File: src/rtl/rcfd_pkg.sv
// Shared types, codes and constants of the remote-control frame decoder.
package rcfd_pkg;

   // Frame geometry and burst limit
   localparam int FRAME_BYTES     = 18;
   localparam int BURST_MAX       = 36;
   localparam int COUNT_W         = 6;
   localparam int STORE_IDX_W     = 5;
   localparam int QUEUE_DEPTH_DEF = 2;

   // Request codes carried in req_type
   localparam logic [1:0] REQ_BYTE = 2'd0;
   localparam logic [1:0] REQ_IDLE = 2'd1;
   localparam logic [1:0] REQ_TICK = 2'd2;

   // Configuration register indexes
   localparam int CSR_INDEX_W = 2;
   localparam int CSR_DATA_W  = 11;
   localparam logic [CSR_INDEX_W-1:0] CSR_STICK_CENTER  = 2'd0;
   localparam logic [CSR_INDEX_W-1:0] CSR_DEADBAND      = 2'd1;
   localparam logic [CSR_INDEX_W-1:0] CSR_SETTLE_COUNT  = 2'd2;
   localparam logic [CSR_INDEX_W-1:0] CSR_OFFLINE_LIMIT = 2'd3;

   // Register reset values
   localparam logic [10:0] STICK_CENTER_RST  = 11'd1024;
   localparam logic [7:0]  DEADBAND_RST      = 8'd8;
   localparam logic [3:0]  SETTLE_COUNT_RST  = 4'd10;
   localparam logic [3:0]  OFFLINE_LIMIT_RST = 4'd10;

   // Status bit positions
   localparam int ST_ACCEPTED = 0;
   localparam int ST_CENTRED  = 1;
   localparam int ST_OFFLINE  = 2;

   typedef struct packed {
      logic [1:0] req_type;
      logic [7:0] rx_byte;
   } req_payload_type;

   typedef struct packed {
      logic [2:0]         status;
      logic [10:0]        chan_right_h;
      logic [10:0]        chan_right_v;
      logic [10:0]        chan_left_h;
      logic [10:0]        chan_left_v;
      logic [3:0]         switches;
      logic signed [15:0] mouse_dx;
      logic signed [15:0] mouse_dy;
      logic signed [15:0] mouse_dz;
      logic [15:0]        mouse_buttons;
      logic [15:0]        key_bits;
      logic [15:0]        wheel;
   } rsp_payload_type;

   // Classified operation handed from front to back
   typedef enum logic [1:0] {
      OP_BYTE,
      OP_IDLE,
      OP_TICK,
      OP_NONE
   } op_type;

   typedef struct packed {
      op_type     op;
      logic [7:0] data;
   } cmd_type;

   // One queue slot as seen on either side of the queue
   typedef struct packed {
      logic    valid;
      cmd_type cmd;
   } cmd_slot_type;

endpackage

File: src/rtl/rc_receiver_frame_decoder_unit.sv
// Remote-control frame decoder: 18-byte receiver frames to channel, mouse and key fields.
// Path: a request is written into a command queue slot, then taken by the back end into its response register.
// Throughput: one transaction per cycle while the queue is not full; the command queue holds QUEUE_DEPTH entries,
// and the back end takes one command a cycle whenever its response register is free.
// Reset is synchronous, active high: queue, state and flags clear, registers take defaults.
// The frame store needs no clearing; a frame is decoded only after all its bytes land.
module rc_receiver_frame_decoder_unit #(
   parameter int QUEUE_DEPTH = rcfd_pkg::QUEUE_DEPTH_DEF
) (
   input  logic                              clock,
   input  logic                              reset,
   input  logic                              req_valid,
   output logic                              req_stall,
   input  rcfd_pkg::req_payload_type         req_payload,
   output logic                              rsp_valid,
   input  logic                              rsp_stall,
   output rcfd_pkg::rsp_payload_type         rsp_payload,
   input  logic                              csr_we,
   input  logic [rcfd_pkg::CSR_INDEX_W-1:0]  csr_index,
   input  logic [rcfd_pkg::CSR_DATA_W-1:0]   csr_wdata
);
   import rcfd_pkg::*;

   cmd_slot_type push;
   cmd_slot_type head;
   logic         queue_full;
   logic         pop;

   rcfd_front u_front (
      .req_payload (req_payload),
      .req_valid   (req_valid),
      .req_stall   (req_stall),
      .queue_full  (queue_full),
      .push        (push)
   );

   rcfd_queue #(
      .DEPTH (QUEUE_DEPTH)
   ) u_queue (
      .clock (clock),
      .reset (reset),
      .push  (push),
      .full  (queue_full),
      .head  (head),
      .pop   (pop)
   );

   rcfd_back u_back (
      .clock       (clock),
      .reset       (reset),
      .head        (head),
      .pop         (pop),
      .csr_we      (csr_we),
      .csr_index   (csr_index),
      .csr_wdata   (csr_wdata),
      .rsp_valid   (rsp_valid),
      .rsp_stall   (rsp_stall),
      .rsp_payload (rsp_payload)
   );

endmodule

File: src/rtl/rcfd_front.sv
// Front end: takes request transactions and classifies them into commands.
module rcfd_front (
   input  rcfd_pkg::req_payload_type req_payload,
   input  logic                      req_valid,
   output logic                      req_stall,
   input  logic                      queue_full,
   output rcfd_pkg::cmd_slot_type    push
);
   import rcfd_pkg::*;

   // Stall only on a full queue, never on valid
   assign req_stall = queue_full;

   // Classify the request code
   always_comb begin
      push.valid    = req_valid && !queue_full;
      push.cmd.data = req_payload.rx_byte;
      unique case (req_payload.req_type)
         REQ_BYTE: push.cmd.op = OP_BYTE;
         REQ_IDLE: push.cmd.op = OP_IDLE;
         REQ_TICK: push.cmd.op = OP_TICK;
         default:  push.cmd.op = OP_NONE;
      endcase
   end

endmodule

File: src/rtl/rcfd_queue.sv
// Short command queue between front and back.
module rcfd_queue #(
   parameter int DEPTH = rcfd_pkg::QUEUE_DEPTH_DEF
) (
   input  logic                   clock,
   input  logic                   reset,
   input  rcfd_pkg::cmd_slot_type push,
   output logic                   full,
   output rcfd_pkg::cmd_slot_type head,
   input  logic                   pop
);
   import rcfd_pkg::*;

   localparam int PW = (DEPTH > 1) ? $clog2(DEPTH) : 1;
   localparam int CW = $clog2(DEPTH + 1);

   cmd_type         slot_ff [DEPTH];
   logic [PW-1:0]   wr_ptr_ff, wr_ptr_in;
   logic [PW-1:0]   rd_ptr_ff, rd_ptr_in;
   logic [CW-1:0]   count_ff, count_in;
   logic            do_pop;

   function automatic logic [PW-1:0] bump(input logic [PW-1:0] ptr);
      if (ptr == PW'(DEPTH - 1)) begin
         return '0;
      end
      return ptr + PW'(1);
   endfunction

   assign full       = (count_ff == CW'(DEPTH));
   assign do_pop     = pop && (count_ff != '0);
   assign head.valid = (count_ff != '0);
   assign head.cmd   = slot_ff[rd_ptr_ff];

   // Pointer and fill count update
   always_comb begin
      wr_ptr_in = push.valid ? bump(wr_ptr_ff) : wr_ptr_ff;
      rd_ptr_in = do_pop ? bump(rd_ptr_ff) : rd_ptr_ff;
      count_in  = count_ff;
      if (push.valid && !do_pop) begin
         count_in = count_ff + CW'(1);
      end else if (!push.valid && do_pop) begin
         count_in = count_ff - CW'(1);
      end
   end

   always_ff @(posedge clock) begin
      if (reset) begin
         wr_ptr_ff <= '0;
         rd_ptr_ff <= '0;
         count_ff  <= '0;
      end else begin
         wr_ptr_ff <= wr_ptr_in;
         rd_ptr_ff <= rd_ptr_in;
         count_ff  <= count_in;
      end
   end

   // Slot storage, no reset needed
   always_ff @(posedge clock) begin
      if (push.valid) begin
         slot_ff[wr_ptr_ff] <= push.cmd;
      end
   end

endmodule

File: src/rtl/rcfd_back.sv
// Back end: frame assembly, decode, centring and offline tracking, response register.
module rcfd_back (
   input  logic                                clock,
   input  logic                                reset,
   input  rcfd_pkg::cmd_slot_type              head,
   output logic                                pop,
   input  logic                                csr_we,
   input  logic [rcfd_pkg::CSR_INDEX_W-1:0]    csr_index,
   input  logic [rcfd_pkg::CSR_DATA_W-1:0]     csr_wdata,
   output logic                                rsp_valid,
   input  logic                                rsp_stall,
   output rcfd_pkg::rsp_payload_type           rsp_payload
);
   import rcfd_pkg::*;

   // Configuration registers
   logic [10:0] stick_center_ff;
   logic [7:0]  deadband_ff;
   logic [3:0]  settle_count_ff;
   logic [3:0]  offline_limit_ff;

   // Block state
   logic [7:0]         store_ff [FRAME_BYTES];
   logic [COUNT_W-1:0] byte_count_ff, byte_count_in;
   logic [10:0]        raw_ff [4];
   logic [10:0]        raw_in [4];
   logic [10:0]        shown_ff [4];
   logic [10:0]        shown_in [4];
   logic [3:0]         switch_ff, switch_in;
   logic [15:0]        word_ff [6];
   logic [15:0]        word_in [6];
   logic [3:0]         cen_run_ff, cen_run_in;
   logic               cen_flag_ff, cen_flag_in;
   logic [3:0]         off_run_ff, off_run_in;
   logic               off_flag_ff, off_flag_in;
   logic               accepted;

   logic               rsp_valid_ff;
   rsp_payload_type    rsp_payload_ff, rsp_payload_in;

   logic               all_near;
   logic [4:0]         cen_inc;
   logic [4:0]         off_inc;

   function automatic logic near_center(input logic [10:0] ch, input logic [10:0] ctr,
                                        input logic [7:0] db);
      logic [10:0] diff;
      diff = (ch >= ctr) ? (ch - ctr) : (ctr - ch);
      return diff <= {3'b000, db};
   endfunction

   // Take a command whenever the response slot is free or draining
   assign pop       = head.valid && (!rsp_valid_ff || !rsp_stall);
   assign rsp_valid = rsp_valid_ff;
   assign rsp_payload = rsp_payload_ff;

   assign all_near = near_center(raw_ff[0], stick_center_ff, deadband_ff)
                  && near_center(raw_ff[1], stick_center_ff, deadband_ff)
                  && near_center(raw_ff[2], stick_center_ff, deadband_ff)
                  && near_center(raw_ff[3], stick_center_ff, deadband_ff);
   assign cen_inc = {1'b0, cen_run_ff} + 5'd1;
   assign off_inc = {1'b0, off_run_ff} + 5'd1;

   // Next state for the command at the queue head
   always_comb begin
      byte_count_in = byte_count_ff;
      raw_in        = raw_ff;
      shown_in      = shown_ff;
      switch_in     = switch_ff;
      word_in       = word_ff;
      cen_run_in    = cen_run_ff;
      cen_flag_in   = cen_flag_ff;
      off_run_in    = off_run_ff;
      off_flag_in   = off_flag_ff;
      accepted      = 1'b0;
      unique case (head.cmd.op)
         OP_BYTE: begin
            if (byte_count_ff < COUNT_W'(BURST_MAX)) begin
               byte_count_in = byte_count_ff + COUNT_W'(1);
            end
         end
         OP_IDLE: begin
            if (byte_count_ff == COUNT_W'(FRAME_BYTES)) begin
               accepted  = 1'b1;
               raw_in[0] = {store_ff[1][2:0], store_ff[0]};
               raw_in[1] = {store_ff[2][5:0], store_ff[1][7:3]};
               raw_in[2] = {store_ff[4][0], store_ff[3], store_ff[2][7:6]};
               raw_in[3] = {store_ff[5][3:0], store_ff[4][7:1]};
               switch_in = store_ff[5][7:4];
               for (int w = 0; w < 6; w++) begin
                  word_in[w] = {store_ff[2*w+7], store_ff[2*w+6]};
               end
               for (int c = 0; c < 4; c++) begin
                  shown_in[c] = cen_flag_ff ? stick_center_ff : raw_in[c];
               end
            end
            byte_count_in = '0;
            off_run_in    = '0;
         end
         OP_TICK: begin
            if (all_near) begin
               if (cen_inc >= {1'b0, settle_count_ff}) begin
                  cen_run_in  = settle_count_ff;
                  cen_flag_in = 1'b1;
               end else begin
                  cen_run_in = cen_inc[3:0];
               end
            end else begin
               cen_run_in  = '0;
               cen_flag_in = 1'b0;
            end
            if (off_inc >= {1'b0, offline_limit_ff}) begin
               off_run_in  = offline_limit_ff;
               off_flag_in = 1'b1;
            end else begin
               off_run_in  = off_inc[3:0];
               off_flag_in = 1'b0;
            end
         end
         default: begin
         end
      endcase
   end

   // Response built from the state after this command
   always_comb begin
      rsp_payload_in.status[ST_ACCEPTED] = accepted;
      rsp_payload_in.status[ST_CENTRED]  = cen_flag_in;
      rsp_payload_in.status[ST_OFFLINE]  = off_flag_in;
      rsp_payload_in.chan_right_h        = shown_in[0];
      rsp_payload_in.chan_right_v        = shown_in[1];
      rsp_payload_in.chan_left_h         = shown_in[2];
      rsp_payload_in.chan_left_v         = shown_in[3];
      rsp_payload_in.switches            = switch_in;
      rsp_payload_in.mouse_dx            = word_in[0];
      rsp_payload_in.mouse_dy            = word_in[1];
      rsp_payload_in.mouse_dz            = word_in[2];
      rsp_payload_in.mouse_buttons       = word_in[3];
      rsp_payload_in.key_bits            = word_in[4];
      rsp_payload_in.wheel               = word_in[5];
   end

   // Configuration writes
   always_ff @(posedge clock) begin
      if (reset) begin
         stick_center_ff  <= STICK_CENTER_RST;
         deadband_ff      <= DEADBAND_RST;
         settle_count_ff  <= SETTLE_COUNT_RST;
         offline_limit_ff <= OFFLINE_LIMIT_RST;
      end else if (csr_we) begin
         unique case (csr_index)
            CSR_STICK_CENTER:  stick_center_ff  <= csr_wdata[10:0];
            CSR_DEADBAND:      deadband_ff      <= csr_wdata[7:0];
            CSR_SETTLE_COUNT:  settle_count_ff  <= csr_wdata[3:0];
            CSR_OFFLINE_LIMIT: offline_limit_ff <= csr_wdata[3:0];
            default: begin
            end
         endcase
      end
   end

   // State registers
   always_ff @(posedge clock) begin
      if (reset) begin
         byte_count_ff <= '0;
         raw_ff        <= '{default: '0};
         shown_ff      <= '{default: '0};
         switch_ff     <= '0;
         word_ff       <= '{default: '0};
         cen_run_ff    <= '0;
         cen_flag_ff   <= 1'b0;
         off_run_ff    <= '0;
         off_flag_ff   <= 1'b0;
      end else if (pop) begin
         byte_count_ff <= byte_count_in;
         raw_ff        <= raw_in;
         shown_ff      <= shown_in;
         switch_ff     <= switch_in;
         word_ff       <= word_in;
         cen_run_ff    <= cen_run_in;
         cen_flag_ff   <= cen_flag_in;
         off_run_ff    <= off_run_in;
         off_flag_ff   <= off_flag_in;
      end
   end

   // Frame byte capture, only the first FRAME_BYTES of a burst
   always_ff @(posedge clock) begin
      if (pop && (head.cmd.op == OP_BYTE) && (byte_count_ff < COUNT_W'(FRAME_BYTES))) begin
         store_ff[byte_count_ff[STORE_IDX_W-1:0]] <= head.cmd.data;
      end
   end

   // Response register
   always_ff @(posedge clock) begin
      if (reset) begin
         rsp_valid_ff <= 1'b0;
      end else if (pop) begin
         rsp_valid_ff <= 1'b1;
      end else if (!rsp_stall) begin
         rsp_valid_ff <= 1'b0;
      end
   end

   always_ff @(posedge clock) begin
      if (pop) begin
         rsp_payload_ff <= rsp_payload_in;
      end
   end

endmodule

File: config.mk
export PLATFORM = sky130hd
export DESIGN_NAME = rc_receiver_frame_decoder_unit
export DESIGN_NICKNAME = d
export VERILOG_FILES = /design/src/rtl/rcfd_pkg.sv /design/src/rtl/rc_receiver_frame_decoder_unit.sv /design/src/rtl/rcfd_front.sv /design/src/rtl/rcfd_queue.sv /design/src/rtl/rcfd_back.sv
export SDC_FILE = /design/constraint.sdc
export NUM_CORES = 1
export LEC_CHECK = 0
export BUFFER_PORTS_ARGS = -buffer_cell sky130_fd_sc_hd__buf_2
export CAP_MARGIN = 20
export CELL_PAD_IN_SITES_DETAIL_PLACEMENT = 1
export CELL_PAD_IN_SITES_GLOBAL_PLACEMENT = 1
export CORE_AREA = 2 2 293 295
export DETAILED_ROUTE_END_ITERATION = 6
export DIE_AREA = 0 0 295 297
export PLACE_DENSITY = 0.53
export SYNTH_ARGS = -nofsm -noshare
export SYNTH_HDL_FRONTEND = slang
export SYNTH_SLANG_ARGS = --single-unit
File: constraint.sdc
create_clock -name clock -period 16.09 [get_ports clock]
set_clock_uncertainty 0.05 [all_clocks]
set_input_delay 0.8045 -clock clock [delete_from_list [all_inputs] [get_ports clock]]
set_output_delay 0.8045 -clock clock [all_outputs]
set_load 0.005 [all_outputs]
== After elaboration in Yosys (flattened, before gate mapping) ==
Memory sizes are Yosys's and may differ from the RTL's. A register that Yosys moved wholly into a read port is not among the register bits.
Index checks and enable logic that the tools add are counted.

* Register bits after elaboration: 383
* Memory bits (writable): 164
* Input bits: 28
* Output and inout bits: 149
* Logic and storage cells: 155
* Memories kept: 2

{| class="wikitable"
|+ Memory list
! name !! words !! width !! rd ports !! clocked after Yosys merged registers in !! wr ports !! RTL line !! source
|-
| u_back.store_ff || 18 || 8 || 18 || 0 || 1 || rcfd_back.sv:23 || <nowiki>logic [7:0] store_ff [FRAME_BYTES];</nowiki>
|-
| u_queue.slot_ff || 2 || 10 || 1 || 1 || 1 || rcfd_queue.sv:17 || <nowiki>cmd_type slot_ff [DEPTH];</nowiki>
|}

* Add/sub/neg operators: 15
* $lt $le $gt $ge: 12
* Equality and inequality tests: 11
* Mux-type cells: 43
* Reduce and logical (&&, ||, !) cells: 31

{| class="wikitable"
|+ Operator list
! operator !! count
|-
| $mux 96 || 2
|-
| $mux 11 || 8
|-
| $mux 44 || 2
|-
| $sub 11x11->11 || 8
|-
| $ge 11x11->1 || 4
|-
| $le 11x8->1 || 4
|-
| $mux 1 || 20
|-
| $mux 4 || 5
|-
| $pmux 6 s2 || 1
|-
| $reduce_and 2->1 || 6
|-
| $add 4x1->5 const B || 2
|-
| $eq 2x2->1 const B || 5
|-
| $ge 5x4->1 || 2
|-
| $logic_and 1x1->1 || 10
|-
| $pmux 4 s2 || 1
|-
| $reduce_bool 2->1 || 4
|-
| $add 6x1->6 const B || 1
|-
| $eq 2x1->1 const B || 3
|-
| $eq 6x5->1 const B || 1
|-
| $logic_not 2->1 || 3
|-
| $lt 6x5->1 const B || 1
|-
| $lt 6x6->1 const B || 1
|-
| $mux 6 || 1
|-
| $pmux 2 s3 || 1
|-
| other kinds (8) || 16
|}

== Depth between registers and ports, before layout ==
Gate-level depths: netlist of run 1.

* Word-level depth: 8
* Gate-level depth with buffers: 22
* Gate-level depth less buffers: 21

== Modules after synthesis ==
A second synthesis of run 1 with hierarchy kept.

* Cell total of the unflattened synthesis: 2526
* Area, all modules: 25214.2 µm²

{| class="wikitable"
|+ By module, submodules not included
! module !! instances !! cells an instance !! area an instance (µm²)
|-
| rcfd_back || 1 || 2461 || 24195.7
|-
| rcfd_queue || 1 || 53 || 929.6
|-
| rcfd_front || 1 || 12 || 88.8
|}

== Worst setup path after synthesis of run 1 ==
OpenSTA, ideal clock, no wires.

* Kind: input -> register
* Start: input rsp_stall
* End: register u_back.raw_ff[33] (netlist bit)
* Library setup time: 0.070 ns
* Arrival time: 5.936 ns
* Data required time: 15.970 ns
* Slack: 10.033 ns
* Stages: 8
* Buffers on the path: 2
* Cells stage by stage: nand2_1 o21ai_1 clkinv_1 nand2_1 clkbuf_1 clkbuf_1 nand2_1 a21oi_1

* Cells in the longest elaborated chain, start to end: 4

{| class="wikitable"
|+ RTL lines
! element !! RTL line !! source
|-
| from (decl) || rc_receiver_frame_decoder_unit.sv:16 || <nowiki>input logic rsp_stall,</nowiki>
|-
| $logic_not 1->1 || rcfd_back.sv:53 || <nowiki>assign pop = head.valid && (!rsp_valid_ff || !rsp_stall);</nowiki>
|-
| $logic_or 1x1->1 || rcfd_back.sv:53 ||
|-
| $logic_and 1x1->1 || rcfd_back.sv:53 ||
|-
| net pop || rc_receiver_frame_decoder_unit.sv:27 || <nowiki>logic pop;</nowiki>
|-
| $reduce_and 3->1 (no line) || - ||
|-
| to (signal assigned) || rcfd_back.sv:176 || <nowiki>raw_ff <= raw_in;</nowiki>
|-
| to (decl) || rcfd_back.sv:25 || <nowiki>logic [10:0] raw_ff [4];</nowiki>
|}

The timed path passes the listed nets, and every way through them passes these cells.
A chain may end at the register's enable or synchronous reset.

== Worst setup path after layout of run 1 ==
* Start: register u_back.stick_center_ff[3]
* End: register u_back.cen_run_ff[1]

* Cells in the longest elaborated chain, start to end: 7
* Elaborated cells on any way between the ends: 24
* Those cells by class: 8 x add/sub; 8 x order compare; 5 x mux; 3 x reduce/logical

{| class="wikitable"
|+ RTL lines
! element !! RTL line !! source
|-
| from (decl) || rcfd_back.sv:17 || <nowiki>logic [10:0] stick_center_ff;</nowiki>
|-
| from (signal assigned) || rcfd_back.sv:152 || <nowiki>CSR_STICK_CENTER: stick_center_ff <= csr_wdata[10:0];</nowiki>
|-
| $sub 11x11->11 / $ge 11x11->1 (equally long branches) || rcfd_back.sv:48 || <nowiki>diff = (ch >= ctr) ? (ch - ctr) : (ctr - ch);</nowiki>
|-
| $mux 11 || rcfd_back.sv:48 ||
|-
| $le 11x8->1 || rcfd_back.sv:49 || <nowiki>return diff <= {3'b000, db};</nowiki>
|-
| $logic_and 1x1->1 || rcfd_back.sv:58 || <nowiki>&& near_center(raw_ff[1], stick_center_ff, deadband_ff)</nowiki>
|-
| $logic_and 1x1->1 || rcfd_back.sv:59 || <nowiki>&& near_center(raw_ff[2], stick_center_ff, deadband_ff)</nowiki>
|-
| $logic_and 1x1->1 * || rcfd_back.sv:60 || <nowiki>&& near_center(raw_ff[3], stick_center_ff, deadband_ff);</nowiki>
|-
| $mux 4 * || rcfd_back.sv:101 || <nowiki>if (all_near) begin</nowiki>
|-
| to (signal assigned) || rcfd_back.sv:180 || <nowiki>cen_run_ff <= cen_run_in;</nowiki>
|-
| to (decl) || rcfd_back.sv:32 || <nowiki>logic [3:0] cen_run_ff, cen_run_in;</nowiki>
|}

Every way passes the cells marked *; elsewhere a longest branch is shown, timed or not.

==> reports/metrics.cfg, run 1 <==
[yosys]
synth_top_cell_area_share=0.372
synth_ff_type=edfxtp_1
yosys.area.top_type=edfxtp_1
ys_seq_area_frac=0.561
yosysMostFrequentCell=nand2_1
yosys_warnings=0
ys_top_cells_by_count=nand2_1, edfxtp_1, a21oi_1, dfxtp_1, nor2_1
ys_seq_elements=548
async_reset_ff_frac=0
synth.area.top_cells=edfxtp_1, dfxtp_1, ha_1, nand2_1, a21oi_1
synthCells=2315
synth-edff-count=311
synth_fp_nets=2485
synth.distinct_cells=77
netlist_area_mm2=0.0251
syn_area_per_cell_um2=10.8

[layout]
diodes=0
nFillCells=9327
final_nets=2610
ff_latch_area_mm2=0.0141
post-route-util=0.343
drive_gt1_frac=0.167
area_delta_synth_final_pct=15.5
multi_input_area_mm2=0.0102

[die]
die_h_um=297
dieArea_mm2=0.0876
row_count=107
die_w_um=295
coreArea_mm2=0.0845
design.portCount=177
start_util=0.297

[critical_path]
cp_max_fo=9
path_class=reg -> reg
cp_data_arrival_time_ns=6.68
endpoint_kind=flip-flop
worstPathRequired_ns=16.58
cp-start-kind=flip-flop

[detailed_routing]
wl_met1_um=37600
wl_met2_um=38000
dr.pass1.iters=7
vias_per_cell=4.88
routed_wl_um=80200
drc=0
antenna_left=0
dr.max_layer_used=met4
met3_length_um=3330
dr_total_vias=17700
wl_per_cell_um=22.1
dr.first_iter.drc_count=873

[global_route]
first_global_vias=18500
antenna_found_initial=0
grt_pass1_wl_um=121000
grtUsageTotal=0.182
grt-ovfl-total=0
grt_max_degree=198

[cts]
cts_resized=0
cts_setup_buffers=0
clk_pin_slew_ns=0.06
h-tree-depth=2
cts_sinks=548
cts-root-buf=clkbuf_16
cts_tree=built
worstSkewPairLatency_ns=0.64
cts_inserted_buffers=61
cts_buffer_depth=3
cts-hold-fix-buffers=0

[sta]
fmax_mhz=162
setup_tns_ns=0
maxSlewHeadroom=0.230
rsz0062_at_grt=false
setup_viol=0
timing.final.crit_share=0.384
period_minus_slack_ns=6.18
worst_slew_pin_slew_ns=1.16
maxSlewViolCount=0
hold_viol_final=0

[pwr]
vdd_ir_drop_max_uv=98.2
power.leakage_nw=10.5
powerDensity_mw_per_mm2=130

[status]
status=completed

[hold_path]
hold_path_class=in -> reg

[placed_design]
dp_hpwl_um=54300
io_buffer_count=176
gp_congestion=0.887

[job]
maxCapViolations=0

## worst paths after layout
path / start / end / slack [ns] / cells past startpoint
worst min-delay path: req_payload[7] / u_queue.slot_ff[1][7] / 0.31 / 1
worst max register to register: u_back.stick_center_ff[3] / u_back.cen_run_ff[1] / 9.91 / 20
worst max-delay path: u_back.stick_center_ff[3] / u_back.cen_run_ff[1] / 9.91 / 20
worst min register to register: u_back.word_ff[1] / u_back.word_ff[1] / 0.40 / 2
## where the power goes
part / switching, W / leakage, nW / internal [W] / total (W)
sequential: 0.0000672 / 4.85 / 0.00173 / 0.00180
clock: 0.000591 / 0.921 / 0.000744 / 0.00133
combinational: 0.000435 / 4.72 / 0.000192 / 0.000628
total: 0.00109 / 10.5 / 0.00267 / 0.00376
## through the flow
stage | hold slack (ns) | std cells | cell area, um2 | total power, W | setup WS (ns)
floorplan | 0.384 | 2315 | 25100 | 0.00213 | 10.03
global placement | 0.389 | 3519 | 27100 | 0.00247 | 9.91
detailed placement | 0.398 | 3519 | 27100 | 0.00248 | 9.88
CTS | 0.270 | 3633 | 28900 | 0.00384 | 9.86
global route | 0.283 | 3635 | 29000 | 0.00394 | 9.62
finish | 0.307 | 3635 | 29000 | 0.00376 | 9.91
## critical path, stage by stage (launching register included)
cell	delay, ns
dfxtp_1	0.63
inv_1	0.26
ha_1	0.27
a21oi_1	0.26
a32oi_1	0.21
a21oi_1	0.21
nor2_1	0.06
nor2_1	0.73
mux2i_1	0.36
o21ai_1	0.11
xor2_1	0.16
ha_1	0.32
and4_1	0.20
a21boi_1	0.13
o41ai_1	0.59
and4_1	0.30
o311a_1	0.18
o211ai_2	0.12
nor4_4	0.38
o211ai_4	0.20
o41ai_2	0.35
## state kept, by name, indices dropped and copies added, names as in the netlist, named ones only
signal	cells
u_back.rsp_valid	1
u_queue.slot_ff	20
u_back.off_run_ff	4
u_back.stick_center_ff	11
u_back.off_flag_ff	1
u_back.cen_run_ff	4
u_back.shown_ff	44
u_queue.count_ff	2
u_queue.rd_ptr_ff	1
u_back.store_ff	144
u_queue.wr_ptr_ff	1
u_back.byte_count_ff	6
u_back.cen_flag_ff	1
u_back.rsp_payload	147
u_back.raw_ff	44
u_back.word_ff	96
u_back.settle_count_ff	4
u_back.deadband_ff	8
u_back.offline_limit_ff	4
u_back.switch_ff	4
## cells in the final DEF (no fill, tap or decap), types with 7 or more instances in the layout
master     instances
buf_2            175
clkbuf_16         61
a211oi_1          71
clkinv_2          13
ha_1             134
edfxtp_1         311
nor2b_1            8
fa_1               8
nand4_1           14
a31oi_1           14
and3_1            13
and2_1             7
a211o_1            7
nand3_1           22
buf_4             13
nand2b_1           9
nand3b_1          11
o21ai_0           41
clkbuf_1          24
xnor2_1           23
mux2_2           113
mux2i_1           67
nor2_1           193
inv_1             96
xor2_1            22
a21oi_1          267
a21o_1            22
nand2_1          359
dfxtp_1          236
## cell families after synthesis
| kind of cell | share of synthesized area |
|---|---|
| simple gates | 0.114 |
| flops | 0.561 |
| compound gates | 0.123 |
| buf+inv | 0.0353 |
| mux | 0.0783 |
| fa+ha+maj | 0.0732 |
| xor+xnor | 0.0157 |
## cell type report
type                       instances  area share
clock buffer                      90      0.0582
multi-input combinational       1539       0.350
timing repair buffer             193      0.0368
sequential                       548       0.486
clock inverter                    24     0.00656
inverter                          97      0.0127
tap                             1144      0.0494
## routing by layer
layer  GRT usage  vias up
met1       0.251     8916
met3      0.0329       81
met2       0.298      270
li1            -     8477
met5           0        -
met4      0.0355        0
(Power assumes the default switching activity.)
==> inputs of run 2 (changes only) <==
Settings changed: ABC_AREA set to 1, CORE_AREA 2 2 293 295 to 2 2 295 297, DIE_AREA 0 0 295 297 to 0 0 297 299, PLACE_DENSITY 0.53 to 0.57.
Clock period 16.09 ns to 5.5 ns, I/O delays scaled along.
==> run 2 against run 1 <==
Compared with the run above:
- first-iteration DRC count is 35% higher
- via count is 16% higher
- design area is 3.3% higher
- total power grew to 3.2 times the previous value
- setup slack worse by 9.0 ns
- sequential cell count stayed put
- register-to-register slack worse by 9.0 ns
- clock-buffer cell count is 4 lower
- clock power grew to 3.2 times the previous value
- synthesized area is 1.7% higher
- combinational power grew to 3.9 times the previous value
- synthesized cell count is 26% higher
- critical path type unchanged
- largest cell class unchanged
==> reports/metrics.cfg, run 2 <==
[global_route]
first_global_vias=21400  ; +16%
grt-ovfl-total=0  ; unchanged
grt_pass1_wl_um=134000  ; +11%
grt_max_degree=135  ; -32%
antenna_found_initial=3  ; +3
grtUsageTotal=0.197  ; +0.0153

[cts]
clk_pin_slew_ns=0.06  ; about the same
cts_setup_buffers=0  ; unchanged
h-tree-depth=3  ; +1
worstSkewPairLatency_ns=0.63  ; about the same
cts_tree=built
cts-root-buf=clkbuf_16
cts_buffer_depth=3  ; unchanged
cts_inserted_buffers=66  ; +8.2%
cts_sinks=548  ; unchanged

[yosys]
synth_fp_nets=3078  ; +24%
syn_area_per_cell_um2=8.78  ; -19%
yosys.area.top_type=edfxtp_1
synthCells=2908  ; +26%
ys_seq_area_frac=0.552  ; -0.00960
yosysMostFrequentCell=nand2_1
synth-edff-count=311  ; unchanged
ys_seq_elements=548  ; unchanged
synth_top_cell_area_share=0.366  ; -0.00636
synth.area.top_cells=edfxtp_1, dfxtp_1, nand2_1, ha_1, nor2_1
synth_ff_type=edfxtp_1
async_reset_ff_frac=0  ; unchanged
netlist_area_mm2=0.0255  ; +1.7%
yosys_warnings=0  ; unchanged
ys_top_cells_by_count=nand2_1, nor2_1, edfxtp_1, inv_1, dfxtp_1
synth.distinct_cells=42  ; -45%

[hold_path]
hold_path_class=in -> reg

[layout]
most-common-layout-cells=nand2_1, nor2_1, edfxtp_1
area_delta_synth_final_pct=17.2
drive_gt1_frac=0.111  ; -0.0556
final_nets=3244  ; +24%
final_common_cell=nand2_1
nFillCells=10100  ; +8.1%
largest_reg_flops=147  ; unchanged

[sta]
worst_slew_pin_slew_ns=1.07  ; -0.0851 ns
hold_viol_final=0  ; unchanged
setup_viol=0  ; unchanged
setup_tns_ns=0  ; unchanged
fmax_mhz=218  ; +35%
fin_ws_ns=0.907  ; -9.00 ns
timing.final.crit_share=0.835  ; +0.451
maxSlewViolCount=0  ; unchanged
rsz0062_at_grt=false
period_minus_slack_ns=4.59  ; -1.59 ns
maxSlewHeadroom=0.286  ; +0.0567

[detailed_routing]
dr.max_layer_used=met4
wl_met1_um=39400  ; +4.7%
routed_wl_um=88500  ; +10%
antenna_left=0  ; unchanged
dr_total_vias=20500  ; +16%
wl_per_cell_um=20.7  ; -6.4%
dr.first_iter.drc_count=1182  ; +35%
vias_per_cell=4.79  ; -1.9%
drc=0  ; unchanged
wl_met2_um=43400  ; +14%
dr.pass1.iters=5  ; -2
met3_length_um=3940  ; +18%

[critical_path]
cp_max_fo=6  ; -3
cp_slowest_cell=dfxtp_1
slowest_delay_ns=0.64  ; -0.09 ns
worstPathRequired_ns=5.92  ; -10.66 ns
endpoint_kind=flip-flop
path_class=reg -> reg
cp_data_arrival_time_ns=5.01  ; -1.67 ns
cp-start-kind=flip-flop
crit_top_cell=nand2_1

[placed_design]
gp_congestion=0.925  ; +4.4%
io_buffer_count=176  ; unchanged
dpl_worst_slack_ns=0.808  ; -9.07 ns
dp_hpwl_um=61600  ; +13%

[die]
row_count=108  ; +0.93%
die_w_um=297  ; +0.68%
coreArea_mm2=0.0859  ; +1.7%
design.portCount=177  ; unchanged
start_util=0.297  ; about the same
die_h_um=299  ; +0.67%
dieArea_mm2=0.0888  ; +1.4%

[pwr]
total_power_w=0.0121  ; +220%
vdd_ir_drop_max_uv=307  ; +210%
powerDensity_mw_per_mm2=405  ; +210%
power.leakage_nw=12.7  ; +21%

[status]
status=completed

[job]
maxCapViolations=0  ; unchanged

-- run 2: per-layer routing --
layer,vias to the layer above,GRT usage
met4,0,0.0467
met2,381,0.340
met1,10200,0.257
met5,-,0
li1,9849,-
met3,98,0.0353
-- run 2: cell families (layout without fill, tap and decap cells) --
family | Yosys count | after routing | synth area share
AOI/OAI and AO/OA | 477 | 477 | 0.0984
xor gates and xnor gates | 32 | 32 | 0.0110
adders and majority gates | 142 | 142 | 0.0719
buffers and inverters | 389 | 608 | 0.0590
DFF | 548 | 548 | 0.552
muxes | 9 | 9 | 0.00392
other | 0 | 2 | 0
and+or+nand+nor | 1311 | 1311 | 0.204
-- run 2: area by class of cell --
class	count	area [um2]	area share
Antenna cell	2	5.00	0.000167
Clock buffer	86	1810	0.0604
Clock inverter	35	342	0.0114
Inverter	276	1060	0.0353
Multi-Input combinational cell	1971	9960	0.333
Sequential cell	548	14100	0.470
Tap cell	1155	1450	0.0483
Timing Repair Buffer	211	1230	0.0412
-- run 2: timing repair --
action                                  in CTS  in global routing
hold buffers                                16                  0
gates resized for setup                      0                  0
endpoints found under the setup margin       0                  0
hold endpoints to repair                    30                  0
-- run 2: final timing paths --
check                            start                   endpoint  slack [ns]  depth (start not counted)
max          u_back.stick_center_ff[0]    u_back.rsp_payload[145]        0.91                         27
min                       csr_wdata[7]  u_back.stick_center_ff[7]        0.04                          3
max reg2reg  u_back.stick_center_ff[0]    u_back.rsp_payload[145]        0.91                         27
min reg2reg         u_back.shown_ff[0]         u_back.shown_ff[0]        0.40                          2
-- run 2: worst max-delay path: cells and delay by family, from the launching register on --
kind                     cells  cell delay (ns)
AND/OR/NAND/NOR             14             1.39
adder cells (fa/ha/maj)      3             0.84
buffers and inverters        6             0.78
flip-flops                   1             0.64
AO/OA/AOI/OAI                3             0.48
XOR/XNOR                     1             0.25
-- run 2: stage by stage --
stage / hold slack [ns] / utilization / cells / area (um2)
CTS: 0.00310 / 0.348 / 4282 / 29900
detailed placement: 0.393 / 0.321 / 4145 / 27600
global route: 0.0326 / 0.348 / 4282 / 29900
floorplan: 0.324 / - / 2908 / 25500
finish: 0.0359 / 0.348 / 4284 / 29900
global placement: 0.386 / 0.321 / 4145 / 27600
-- run 2: report_power, final --
part           internal, W  total (W)  switching [W]
Clock              0.00246    0.00430        0.00185
Combinational     0.000689    0.00246        0.00177
Sequential         0.00511    0.00536       0.000258
Total              0.00825     0.0121        0.00387
